==> src/design/cea_pkg.sv <==
// ---------------------------------------------------------------------------
// Circular extent allocator package
// Shared state encoding, request and status codes, and register indexes.
// ---------------------------------------------------------------------------
`default_nettype none

package cea_pkg;

   // Request kinds, carried on the request channel's tuser.
   localparam logic [1:0] MODE_ALLOC   = 2'd0;
   localparam logic [1:0] MODE_RELEASE = 2'd1;
   localparam logic [1:0] MODE_QUERY   = 2'd2;

   // Result status codes.
   localparam logic [1:0] STATUS_DONE     = 2'd0;
   localparam logic [1:0] STATUS_NO_SPACE = 2'd1;
   localparam logic [1:0] STATUS_EMPTY    = 2'd2;

   // Configuration register indexes.
   localparam logic [0:0] CSR_EXTENT_LENGTH = 1'b0;
   localparam logic [0:0] CSR_WRAP_MODE     = 1'b1;

   localparam logic [7:0] EXTENT_LENGTH_RESET = 8'd15;

   // Result field positions inside rsp_tdata.
   localparam int RSP_STATUS_LSB = 0;
   localparam int RSP_START_LSB  = 2;
   localparam int RSP_BLOCKS_LSB = 9;
   localparam int RSP_USED_LSB   = 17;
   localparam int RSP_FREE_LSB   = 18;
   localparam int RSP_DATA_W     = 32;

   typedef enum logic [2:0] {
      ST_CLR_GO,
      ST_CLEAR,
      ST_IDLE,
      ST_DECIDE,
      ST_REL_TAKE,
      ST_QRY_TAKE,
      ST_MARK,
      ST_RESP
   } state_type;

endpackage

`default_nettype wire

==> src/design/cea_ram.sv <==
// ---------------------------------------------------------------------------
// Generic simple dual-port RAM
// One write port and one read port; the read data is registered.
// ---------------------------------------------------------------------------
`default_nettype none

module cea_ram #(
   parameter int WIDTH = 8,
   parameter int DEPTH = 128
) (
   input  wire logic                                      clock,
   input  wire logic                                      we,
   input  wire logic [((DEPTH > 1) ? $clog2(DEPTH) : 1)-1:0] waddr,
   input  wire logic [WIDTH-1:0]                          wdata,
   input  wire logic [((DEPTH > 1) ? $clog2(DEPTH) : 1)-1:0] raddr,
   output logic      [WIDTH-1:0]                          rdata
);

   logic [WIDTH-1:0] mem_ff [DEPTH];
   logic [WIDTH-1:0] rdata_ff;

   always_ff @(posedge clock) begin
      if (we) begin
         mem_ff[waddr] <= wdata;
      end
      rdata_ff <= mem_ff[raddr];
   end

   assign rdata = rdata_ff;

endmodule

`default_nettype wire

==> src/design/cea_walker.sv <==
// ---------------------------------------------------------------------------
// Ring range walker
// Steps a block position around the ring once per cycle for a loaded count,
// giving the write address for bitmap marking and for the clearing pass.
// ---------------------------------------------------------------------------
`default_nettype none

module cea_walker #(
   parameter int RING_BLOCKS = 128
) (
   input  wire logic                                            clock,
   input  wire logic                                            reset,
   input  wire logic                                            start,
   input  wire logic [((RING_BLOCKS > 1) ? $clog2(RING_BLOCKS) : 1)-1:0] first,
   input  wire logic [$clog2(RING_BLOCKS + 1)-1:0]              count,
   output logic                                                 active,
   output logic [((RING_BLOCKS > 1) ? $clog2(RING_BLOCKS) : 1)-1:0] addr
);

   localparam int AW = (RING_BLOCKS > 1) ? $clog2(RING_BLOCKS) : 1;
   localparam int CW = $clog2(RING_BLOCKS + 1);
   localparam logic [AW-1:0] LAST_POS = AW'(RING_BLOCKS - 1);

   logic [AW-1:0] pos_ff, pos_in;
   logic [CW-1:0] left_ff, left_in;

   always_comb begin
      pos_in  = pos_ff;
      left_in = left_ff;
      if (start) begin
         pos_in  = first;
         left_in = count;
      end else if (left_ff != '0) begin
         // The one shared incrementer: next block around the ring.
         pos_in  = (pos_ff == LAST_POS) ? '0 : pos_ff + AW'(1);
         left_in = left_ff - CW'(1);
      end
   end

   always_ff @(posedge clock) begin
      if (reset) begin
         left_ff <= '0;
      end else begin
         left_ff <= left_in;
      end
      pos_ff <= pos_in;
   end

   assign active = (left_ff != '0);
   assign addr   = pos_ff;

endmodule

`default_nettype wire

==> src/design/circular_extent_allocator.sv <==
// ---------------------------------------------------------------------------
// Circular extent allocator
// Hands out extents of a ring of blocks in FIFO order, keeps a used bitmap,
// and answers allocate, release and query requests one at a time.
// ---------------------------------------------------------------------------
// Usage:
//   A request is one transfer on req_*: tuser carries the kind (allocate,
//   release oldest extent, query) and tdata the block index for a query.
//   Every request yields exactly one result transfer on rsp_*.
//   Configuration (extent length, wrap mode) is written on csr_* while no
//   request is in flight; a write takes effect at the next clock edge.
// Sequencing:
//   req_tready is high only while the block is idle. After the request
//   transfer a decide state settles a request that changes nothing; a query
//   then reads the used bitmap, an allocation marks its G blocks and a release
//   of N blocks first reads the extent length from the extent table RAM and
//   then clears them: the range walker updates one bitmap bit per cycle. The
//   next request can transfer in the cycle after the result transfer.
// Reset:
//   After reset the walker sweeps both RAMs to clear the bitmap and the extent
//   table; req_tready stays low for the whole of that pass.
// Back-pressure:
//   A result stays in the output register, unchanged, until rsp_tready takes
//   it; the block accepts the next request only after that transfer.
// ---------------------------------------------------------------------------
`default_nettype none

module circular_extent_allocator #(
   parameter int RING_BLOCKS = 128
) (
   input  wire logic        clock,
   input  wire logic        reset,
   // Request channel.
   input  wire logic        req_tvalid,
   output logic             req_tready,
   input  wire logic [7:0]  req_tdata,   // [6:0] query_index, [7] zero
   input  wire logic [1:0]  req_tuser,   // [1:0] mode
   // Result channel.
   output logic             rsp_tvalid,
   input  wire logic        rsp_tready,
   output logic [31:0]      rsp_tdata,   // [1:0] status, [8:2] start_block,
                                         // [16:9] extent_blocks, [17] block_used,
                                         // [25:18] free_blocks, [31:26] zero
   // Configuration write port.
   input  wire logic        csr_we,
   input  wire logic [0:0]  csr_addr,
   input  wire logic [7:0]  csr_wdata
);

   localparam int AW = (RING_BLOCKS > 1) ? $clog2(RING_BLOCKS) : 1;
   localparam int CW = $clog2(RING_BLOCKS + 1);
   localparam int XW = ((CW > 8) ? CW : 8) + 1;
   localparam logic [CW-1:0] RING_COUNT = CW'(RING_BLOCKS);
   localparam logic [XW-1:0] RING_X     = XW'(RING_BLOCKS);

   // Configuration registers.
   logic [7:0] ext_len_ff;
   logic       wrap_ff;

   // Control state.
   cea_pkg::state_type state_ff, state_in;
   logic [AW-1:0] alloc_ptr_ff, alloc_ptr_in;
   logic [AW-1:0] rel_ptr_ff, rel_ptr_in;
   logic [CW-1:0] used_cnt_ff, used_cnt_in;

   // Captured request and result payload.
   logic [1:0] mode_ff;
   logic [6:0] qidx_ff;
   logic       mark_bit_ff, mark_bit_in;
   logic [1:0] status_ff, status_in;
   logic [6:0] start_ff, start_in;
   logic [7:0] blocks_ff, blocks_in;
   logic       used_ff, used_in;

   // Walker and RAM connections.
   logic          walk_start;
   logic [AW-1:0] walk_first;
   logic [CW-1:0] walk_count;
   logic          walk_active;
   logic [AW-1:0] walk_addr;
   logic          map_we;
   logic [0:0]    map_rdata;
   logic          tbl_we;
   logic [AW-1:0] tbl_waddr;
   logic [7:0]    tbl_wdata;
   logic [7:0]    tbl_rdata;

   // Datapath terms, all from registered values.
   logic [7:0]    want;
   logic [CW-1:0] free_now;
   logic          no_space;
   logic          past_end;
   logic [7:0]    grant;
   logic [XW-1:0] alloc_sum;
   logic [XW-1:0] rel_n;
   logic [XW-1:0] rel_sum;
   logic          q_in_ring;
   logic [AW-1:0] q_addr;

   logic req_xfer;
   logic rsp_xfer;

   assign req_xfer = req_tvalid && req_tready;
   assign rsp_xfer = rsp_tvalid && rsp_tready;

   assign want      = (ext_len_ff == 8'd0) ? 8'd1 : ext_len_ff;
   assign free_now  = RING_COUNT - used_cnt_ff;
   assign no_space  = XW'(free_now) < XW'(want);
   assign past_end  = (XW'(alloc_ptr_ff) + XW'(want)) > RING_X;
   assign grant     = (!wrap_ff && past_end) ? 8'd1 : want;
   // A granted extent never exceeds the ring, so one subtract folds it back.
   assign alloc_sum = XW'(alloc_ptr_ff) + XW'(grant);
   assign rel_n     = (XW'(tbl_rdata) > XW'(used_cnt_ff)) ? XW'(used_cnt_ff)
                                                          : XW'(tbl_rdata);
   assign rel_sum   = XW'(rel_ptr_ff) + rel_n;
   assign q_in_ring = 32'(qidx_ff) < RING_BLOCKS;
   assign q_addr    = AW'(qidx_ff);

   always_comb begin
      state_in     = state_ff;
      alloc_ptr_in = alloc_ptr_ff;
      rel_ptr_in   = rel_ptr_ff;
      used_cnt_in  = used_cnt_ff;
      mark_bit_in  = mark_bit_ff;
      status_in    = status_ff;
      start_in     = start_ff;
      blocks_in    = blocks_ff;
      used_in      = used_ff;
      walk_start   = 1'b0;
      walk_first   = alloc_ptr_ff;
      walk_count   = CW'(grant);
      tbl_we       = 1'b0;
      tbl_waddr    = alloc_ptr_ff;
      tbl_wdata    = grant;

      case (state_ff)
         cea_pkg::ST_CLR_GO: begin
            walk_start  = 1'b1;
            walk_first  = '0;
            walk_count  = RING_COUNT;
            mark_bit_in = 1'b0;
            state_in    = cea_pkg::ST_CLEAR;
         end
         cea_pkg::ST_CLEAR: begin
            tbl_we    = walk_active;
            tbl_waddr = walk_addr;
            tbl_wdata = 8'd0;
            if (!walk_active) begin
               state_in = cea_pkg::ST_IDLE;
            end
         end
         cea_pkg::ST_IDLE: begin
            if (req_xfer) begin
               state_in = cea_pkg::ST_DECIDE;
            end
         end
         cea_pkg::ST_DECIDE: begin
            status_in = cea_pkg::STATUS_DONE;
            start_in  = 7'd0;
            blocks_in = 8'd0;
            used_in   = 1'b0;
            state_in  = cea_pkg::ST_RESP;
            case (mode_ff)
               cea_pkg::MODE_ALLOC: begin
                  start_in = 7'(alloc_ptr_ff);
                  if (no_space) begin
                     status_in = cea_pkg::STATUS_NO_SPACE;
                  end else begin
                     tbl_we       = 1'b1;
                     walk_start   = 1'b1;
                     mark_bit_in  = 1'b1;
                     blocks_in    = grant;
                     alloc_ptr_in = (alloc_sum >= RING_X) ? AW'(alloc_sum - RING_X)
                                                          : AW'(alloc_sum);
                     used_cnt_in  = used_cnt_ff + CW'(grant);
                     state_in     = cea_pkg::ST_MARK;
                  end
               end
               cea_pkg::MODE_RELEASE: begin
                  start_in = 7'(rel_ptr_ff);
                  if (used_cnt_ff == '0) begin
                     status_in = cea_pkg::STATUS_EMPTY;
                  end else begin
                     // The extent table read of the oldest start is in flight.
                     state_in = cea_pkg::ST_REL_TAKE;
                  end
               end
               cea_pkg::MODE_QUERY: begin
                  state_in = cea_pkg::ST_QRY_TAKE;
               end
               default: begin
                  state_in = cea_pkg::ST_RESP;
               end
            endcase
         end
         cea_pkg::ST_REL_TAKE: begin
            walk_start  = 1'b1;
            walk_first  = rel_ptr_ff;
            walk_count  = CW'(rel_n);
            mark_bit_in = 1'b0;
            blocks_in   = 8'(rel_n);
            rel_ptr_in  = (rel_sum >= RING_X) ? AW'(rel_sum - RING_X) : AW'(rel_sum);
            used_cnt_in = used_cnt_ff - CW'(rel_n);
            state_in    = cea_pkg::ST_MARK;
         end
         cea_pkg::ST_QRY_TAKE: begin
            used_in  = q_in_ring && map_rdata[0];
            state_in = cea_pkg::ST_RESP;
         end
         cea_pkg::ST_MARK: begin
            if (!walk_active) begin
               state_in = cea_pkg::ST_RESP;
            end
         end
         cea_pkg::ST_RESP: begin
            if (rsp_xfer) begin
               state_in = cea_pkg::ST_IDLE;
            end
         end
         default: begin
            state_in = cea_pkg::ST_CLR_GO;
         end
      endcase
   end

   always_ff @(posedge clock) begin
      if (reset) begin
         state_ff     <= cea_pkg::ST_CLR_GO;
         alloc_ptr_ff <= '0;
         rel_ptr_ff   <= '0;
         used_cnt_ff  <= '0;
         ext_len_ff   <= cea_pkg::EXTENT_LENGTH_RESET;
         wrap_ff      <= 1'b0;
      end else begin
         state_ff     <= state_in;
         alloc_ptr_ff <= alloc_ptr_in;
         rel_ptr_ff   <= rel_ptr_in;
         used_cnt_ff  <= used_cnt_in;
         if (csr_we) begin
            case (csr_addr)
               cea_pkg::CSR_EXTENT_LENGTH: ext_len_ff <= csr_wdata;
               cea_pkg::CSR_WRAP_MODE:     wrap_ff    <= csr_wdata[0];
               default: ;
            endcase
         end
      end
   end

   // Payload registers need no reset.
   always_ff @(posedge clock) begin
      if (req_xfer) begin
         mode_ff <= req_tuser;
         qidx_ff <= req_tdata[6:0];
      end
      mark_bit_ff <= mark_bit_in;
      status_ff   <= status_in;
      start_ff    <= start_in;
      blocks_ff   <= blocks_in;
      used_ff     <= used_in;
   end

   cea_walker #(
      .RING_BLOCKS(RING_BLOCKS)
   ) u_walker (
      .clock (clock),
      .reset (reset),
      .start (walk_start),
      .first (walk_first),
      .count (walk_count),
      .active(walk_active),
      .addr  (walk_addr)
   );

   // Used bitmap: written by the walker, read only for queries.
   assign map_we = walk_active && (state_ff == cea_pkg::ST_MARK ||
                                   state_ff == cea_pkg::ST_CLEAR);

   cea_ram #(
      .WIDTH(1),
      .DEPTH(RING_BLOCKS)
   ) u_used_map (
      .clock(clock),
      .we   (map_we),
      .waddr(walk_addr),
      .wdata(mark_bit_ff),
      .raddr(q_addr),
      .rdata(map_rdata)
   );

   // Extent table: length stored at each extent's first block, read at the
   // release pointer.
   cea_ram #(
      .WIDTH(8),
      .DEPTH(RING_BLOCKS)
   ) u_extent_table (
      .clock(clock),
      .we   (tbl_we),
      .waddr(tbl_waddr),
      .wdata(tbl_wdata),
      .raddr(rel_ptr_ff),
      .rdata(tbl_rdata)
   );

   assign req_tready = (state_ff == cea_pkg::ST_IDLE);
   assign rsp_tvalid = (state_ff == cea_pkg::ST_RESP);
   assign rsp_tdata  = {6'd0, 8'(RING_COUNT - used_cnt_ff), used_ff, blocks_ff,
                        start_ff, status_ff};

endmodule

`default_nettype wire

==> config.mk <==
export PLATFORM = sky130hd
export DESIGN_NAME = circular_extent_allocator
export DESIGN_NICKNAME = d
export VERILOG_FILES = /design/src/design/cea_pkg.sv /design/src/design/cea_ram.sv /design/src/design/cea_walker.sv /design/src/design/circular_extent_allocator.sv
export SDC_FILE = /design/constraint.sdc
export NUM_CORES = 1
export LEC_CHECK = 0
export BUFFER_PORTS_ARGS = -buffer_cell sky130_fd_sc_hd__buf_4
export CORE_ASPECT_RATIO = 2
export CORE_MARGIN = 3
export CORE_UTILIZATION = 39
export DETAILED_ROUTE_END_ITERATION = 10
export PLACE_DENSITY = 0.59
export SLEW_MARGIN = 25
export SYNTH_ARGS = -nofsm -noshare
export SYNTH_HDL_FRONTEND = slang
export SYNTH_SLANG_ARGS = --single-unit
==> constraint.sdc <==
create_clock -name clock -period 21.1 [get_ports clock]
set_clock_uncertainty 0.05 [all_clocks]
set_input_delay 4.22 -clock clock [delete_from_list [all_inputs] [get_ports clock]]
set_output_delay 4.22 -clock clock [all_outputs]
set_load 0.05 [all_outputs]
== Word-level counts from Yosys, hierarchy flattened ==
Memories as Yosys holds them, arrays and structs flattened. A register that Yosys moved wholly into a read port is not among the register bits.
Cells that the tools add are included.

* Register bits: 77
* Latch bits: 0
* Bits in writable memories: 1152
* Bits in read-only memories: 0
* Output and inout bits: 34
* Logic and storage cells: 116
* Memories kept: 2

* Add/subtract/negate cells: 10
* $mul: 0
* Div/mod/pow operators: 0
* $lt $le $gt $ge: 5
* Equal/unequal tests: 16
* Shifts and indexed selects: 0
* Multiplexer cells: 44
* Bitwise gates (word level): 2
* Reduce and logical (&&, ||, !) cells: 22

{| class="wikitable"
|+ Memories
! name !! depth !! width !! rd ports !! clocked after memory_dff !! wr ports !! line !! text
|-
| u_extent_table.mem_ff || 128 || 8 || 1 || 1 || 1 || cea_ram.sv:19 || <nowiki>logic [WIDTH-1:0] mem_ff [DEPTH];</nowiki>
|-
| u_used_map.mem_ff || 128 || 1 || 1 || 1 || 1 || cea_ram.sv:19 ||
|}

{| class="wikitable"
|+ Operators with widths
! operator !! number
|-
| 8-bit two-way mux || 10
|-
| 8-bit one-hot mux with 2 select lines || 3
|-
| 7-bit two-way mux || 6
|-
| 7-bit one-hot mux with 2 select lines || 2
|-
| 7-bit by 8-bit adder with 9-bit output || 3
|-
| 3-bit one-hot mux with 8 select lines || 1
|-
| 9-bit by 8-bit >= comparator with 1-bit output (second input constant) || 2
|-
| 8-bit logical NOT || 2
|-
| 7-bit by 1-bit subtractor with 7-bit output (second input constant) || 2
|-
| 3-bit equality test (second input constant) || 4
|-
| 3-bit two-way mux || 4
|-
| 1-bit two-way mux || 10
|-
| 9-bit by 8-bit greater-than comparator with 1-bit output (second input constant) || 1
|-
| 3-bit one-hot mux with 3 select lines || 1
|-
| 3-bit AND reduction || 3
|-
| 8-bit adder || 1
|-
| 8-bit greater-than comparator || 1
|-
| 8-bit less-than comparator || 1
|-
| 1-bit one-hot mux with 2 select lines || 4
|-
| 2-bit nonzero test || 4
|-
| 8-bit nonzero test || 1
|-
| 8-bit by 1-bit subtractor with 8-bit output (second input constant) || 1
|-
| 8-bit subtractor || 1
|-
| 8-bit subtractor (first input constant) || 1
|-
| other kinds (19) || 30
|}

== Depth between registers and ports, before layout ==
* Word-level depth: 10
* Depth in mapped cells: 25
* Mapped depth without buffers: 24

== By module ==
From an unflattened synthesis, not the netlist that was laid out.

* Cells, all modules: 2696
* Area, all modules: 51052.7 sq um

{| class="wikitable"
|+ By module, submodules not included
! module !! times used !! cells each !! area each (sq um) !! seq. area each (sq um)
|-
| cea_ram (u_extent_table) || 1 || 1635 || 39665.5 || 30909.6
|-
| cea_ram (u_used_map) || 1 || 395 || 5719.2 || 3863.7
|-
| circular_extent_allocator || 1 || 568 || 4753.3 || 1521.5
|-
| cea_walker || 1 || 98 || 914.6 || 370.4
|}

== Least setup slack after synthesis ==
OpenSTA, ideal clock, no wires.

* Path kind: register -> register
* Start point: reg ext_len_ff[5]
* End point: mem u_extent_table.mem_ff[0][5], data pin
* Arrival time: 6.022 ns
* Data required time: 20.252 ns
* Slack: 14.231 ns
* Cell stages (with the launch flop): 15
* Clock period less this slack: 6.869 ns
* Cell sequence: dfxtp_1 > nor4_1 > a31oi_1 > inv_1 > ha_1 > inv_1 > fa_1 > nor2b_1 > o2111ai_1 > a21oi_1 > nor3_1 > o21ai_1 > clkbuf_1 > nand2_1 > nor2_1

* Cells in the longest elaborated chain, start to end: 7

{| class="wikitable"
|+ Ends and longest elaborated chain
! item !! line !! text
|-
| from (decl) || circular_extent_allocator.sv:57 || <nowiki>logic [7:0] ext_len_ff;</nowiki>
|-
| from (signal assigned) || circular_extent_allocator.sv:232 || <nowiki>ext_len_ff <= cea_pkg::EXTENT_LENGTH_RESET;</nowiki>
|-
| from (signal assigned) || circular_extent_allocator.sv:241 || <nowiki>cea_pkg::CSR_EXTENT_LENGTH: ext_len_ff <= csr_wdata;</nowiki>
|-
| 8-bit logical NOT || circular_extent_allocator.sv:106 || <nowiki>assign want = (ext_len_ff == 8'd0) ? 8'd1 : ext_len_ff;</nowiki>
|-
| 8-bit two-way mux * || circular_extent_allocator.sv:106 ||
|-
| 7-bit by 8-bit adder with 9-bit output || circular_extent_allocator.sv:109 || <nowiki>assign past_end = (XW'(alloc_ptr_ff) + XW'(want)) > RING_X;</nowiki>
|-
| 9-bit by 8-bit greater-than comparator with 1-bit output || circular_extent_allocator.sv:109 ||
|-
| 1-bit logical AND || circular_extent_allocator.sv:110 || <nowiki>assign grant = (!wrap_ff && past_end) ? 8'd1 : want;</nowiki>
|-
| 8-bit two-way mux * || circular_extent_allocator.sv:110 ||
|-
| 8-bit two-way mux * || circular_extent_allocator.sv:136 || <nowiki>case (state_ff)</nowiki>
|-
| named net tbl_wdata[5] || circular_extent_allocator.sv:85 || <nowiki>logic [7:0] tbl_wdata;</nowiki>
|-
| to (decl) || cea_ram.sv:19 ||
|}

Mark *: on every way through the listed nets, which the timed path passes. The rest lies on a longest branch.

== Worst setup path after layout ==
* Start point: reg used_cnt_ff[0]
* End point: out rsp_tdata[24]

* Cells in the longest elaborated chain, start to end: 1

{| class="wikitable"
|+ Ends and longest elaborated chain
! item !! line !! text
|-
| from (decl) || circular_extent_allocator.sv:64 || <nowiki>logic [CW-1:0] used_cnt_ff, used_cnt_in;</nowiki>
|-
| from (signal assigned) || circular_extent_allocator.sv:238 || <nowiki>used_cnt_ff <= used_cnt_in;</nowiki>
|-
| 8-bit subtractor || circular_extent_allocator.sv:306 || <nowiki>assign rsp_tdata = {6'd0, 8'(RING_COUNT - used_cnt_ff), used_ff, blocks_ff,</nowiki>
|-
| to (decl) || circular_extent_allocator.sv:41 || <nowiki>output logic [31:0] rsp_tdata,</nowiki>
|}

Every way passes these cells.

==> impl_metrics.tcl <==
set metrics [dict create \
    outcome "completed" \
    initial_utilization_pct 39.4 \
    gp_congestion 0.872 \
    ys_seq_elements 1238 \
    critPathMaxFanout 6 \
    regArea_sq_um 36700 \
    drt_iter0_markers 2094 \
    ys_types 64 \
    insertion_delay_ns 0.70 \
    numClockSinks 1238 \
    placed_cell_area_sq_um 52900 \
    fin_area_sq_um 56500 \
    grt_pass1_vias 26946 \
    nNetsFinal 2788 \
    antenna_found_initial 1 \
    fin_crit_sh_pct 32.4 \
    grt_max_degree 129 \
    hpwl_um 79300 \
    finalNonFillerCells 4497 \
    syn_area_per_cell_sq_um 19.0 \
    dp_cells 4298 \
    final.setup.tns_ns 0 \
    synth_area_sq_um 50700 \
    path_cells "inv_1, ha_1, nand4_1, xnor2_1, buf_4" \
    hold_class "flip-flop to flip-flop" \
    max-clock-path-buffers 3 \
    ant_nets 0 \
    core_area_sq_um 129000 \
    worst-path-buf-inv 2 \
    critPathMaxStageDelay_ns 0.58 \
    drv_slew 0 \
    cts-htree-levels 3 \
    cp_num_cells 5 \
    period_minus_slack_ns 6.84 \
    root_buffer "clkbuf_16" \
    synthCells 2667 \
    grtUsageTotal_pct 18.5 \
    synth-edff-count 1187 \
    slew-limit-headroom_pct 26.5 \
    syn2layout_area_growth_pct 11.4 \
    vias 25188 \
    crit_arrival_ns 2.57 \
    path_clk_slew_ns 0.08 \
    cp_top_family "XOR/XNOR gates" \
    drive_gt1_share_pct 23.5 \
    ys_seq_area_share_pct 72.3 \
    cts_resized 0 \
    fill_cells 10992 \
    utilization_pct 43.9 \
    drcViolationCount 0 \
    fmax_ghz 0.146 \
    ir_worst_vdd_mv 0.0665 \
    synth_ff_type "edfxtp_1" \
    cp-start-kind "flip-flop" \
    vias_per_cell 5.60 \
    die_w_um 261 \
    numPortBuffers 50 \
    numCtsBuffers 104 \
    worst_r2r_path_depth 23 \
    io_pins 58 \
    fp-row-count 186 \
    wl_um 123000 \
    dp_slack_ns 14.74 \
    worst_slack_ns 14.26 \
    yosysWarnings 0 \
    final_common_cell "edfxtp_1" \
    die_area_sq_um 135000 \
    wl_per_cell_um 27.4 \
    final-setup-viol-count 0 \
    die_h_um 516 \
    leakage_nw 17.3 \
    worstHoldPathCells 2 \
    rsz0062_at_grt "false" \
    p_per_area_nw_per_um2 112 \
    grt_pass1_wl_um 182000 \
    holdBufCountCts 0 \
    path_class "flip-flop to primary output" \
    grt-ovfl-total 0 \
    cts_tree "built" \
    postCtsSetupBuffers 0 \
    synth-async-reset-ratio_pct 0 \
    cap_violations 0 \
    crit_slowest_cell "xnor2_1" \
    worstMarginPinSlew_ns 1.09 \
    dr.pass1.iters 6 \
    crit_path_end_kind "primary output" \
    hold_viol_final 0 \
    multi_input_area_sq_um 13300 \
    required_ns 16.83 \
    final_cell_mix "edfxtp_1 (1187), mux4_2 (378), nor2_1 (323), nand2_1 (117), clkbuf_16 (106)" \
]
[layer usage]
metal / vias to the layer above / GRT usage [%] / share of wire, %
met5: - / 0 / 0
met4: 0 / 8.42 / 5.0
met3: 241 / 2.61 / 4.7
li1: 10799 / - / -
met2: 798 / 35.4 / 57
met1: 13350 / 19.9 / 34
[flip-flops by register name (all words and copies together), names as in the netlist, 8 cells and up]
name	count
u_used_map.mem_ff	128
blocks_ff	8
ext_len_ff	8
u_extent_table.mem_ff	1024
used_cnt_ff	8
u_walker.left_ff	8
u_extent_table.rdata	8
[layout make-up]
type                       instances  share of cell area [%]
antenna                            2                 0.00886
clock buffer                     125                    4.82
clock inverter                    70                    1.29
inverter                          50                   0.332
multi-input combinational       1234                    23.6
sequential                      1238                    65.0
tap                             1692                    3.75
timing repair buffer              86                    1.28
[cells in the mapped netlist (3+ instances only)]
cell type / n / share of area (%)
a211o_1: 4 / 0.069
a211oi_1: 7 / 0.10
a21boi_0: 5 / 0.074
a21o_1: 18 / 0.27
a21oi_1: 62 / 0.61
a22oi_1: 7 / 0.10
a31oi_1: 6 / 0.074
and2_1: 5 / 0.062
and3_1: 5 / 0.062
buf_1: 22 / 0.16
buf_2: 35 / 0.35
buf_4: 9 / 0.13
buf_6: 3 / 0.067
clkbuf_1: 81 / 0.60
dfxtp_1: 51 / 2.0
edfxtp_1: 1187 / 70
fa_1: 4 / 0.16
ha_1: 46 / 1.1
inv_1: 49 / 0.36
mux2_2: 11 / 0.24
mux2i_1: 13 / 0.26
mux4_2: 378 / 17
nand2_1: 125 / 0.93
nand2b_1: 5 / 0.062
nand3_1: 29 / 0.29
nand3b_1: 4 / 0.059
nand4_1: 3 / 0.037
nor2_1: 331 / 2.5
nor2b_1: 16 / 0.20
nor3_1: 17 / 0.17
nor3b_1: 3 / 0.044
nor4_1: 4 / 0.049
o211ai_1: 3 / 0.044
o21a_1: 3 / 0.044
o21ai_0: 36 / 0.36
o21bai_1: 3 / 0.044
o22ai_1: 6 / 0.074
o31ai_1: 5 / 0.074
or3_1: 5 / 0.062
xnor2_1: 22 / 0.38
xor2_1: 10 / 0.17
[where the power goes]
group          internal (W)  switching (W)
logic              0.000358       0.000890
clock network       0.00109       0.000884
registers           0.00302      0.0000758
[worst register-to-register path: cells and delay by family (launching register included)]
family	cells	cell delay [ns]
adder cells (fa/ha/maj)	4	1.27
AO/OA/AOI/OAI	9	2.28
buffers and inverters	2	0.21
AND/OR/NAND/NOR	6	1.57
multiplexers	2	0.51
flip-flops	1	0.42
[final timing paths]
kind	startpoint	end	slack [ns]
min	wrap_ff$_SDFFE_PP0P_	wrap_ff$_SDFFE_PP0P_	0.43
max	used_cnt_ff[0]$_SDFFE_PP0P_	rsp_tdata[24]	14.26
max reg2reg	ext_len_ff[5]$_SDFFE_PP0P_	used_cnt_ff[7]$_SDFFE_PP0P_	14.68
min reg2reg	wrap_ff$_SDFFE_PP0P_	wrap_ff$_SDFFE_PP0P_	0.43
[through the flow]
step / total power (W) / hold slack (ns)
floorplan: 0.00390 / 0.387
global placement: 0.00435 / 0.451
detailed placement: 0.00440 / 0.429
CTS: 0.00636 / 0.440
global route: 0.00655 / 0.472
finish: 0.00631 / 0.426
[kinds of logic (layout without fill, tap and decap cells)]
family | Yosys count | count (layout) | share of synthesized area, %
AO/OA/AOI/OAI | 179 | 179 | 2.18
XOR/XNOR | 32 | 32 | 0.553
adder cells (fa/ha/maj) | 50 | 50 | 1.29
buffers and inverters | 200 | 331 | 1.68
flip-flops | 1238 | 1238 | 72.3
multiplexers | 402 | 402 | 17.3
other | 1 | 8 | 0.00740
AND/OR/NAND/NOR | 565 | 565 | 4.69
Power figures use the tool's default switching activity.
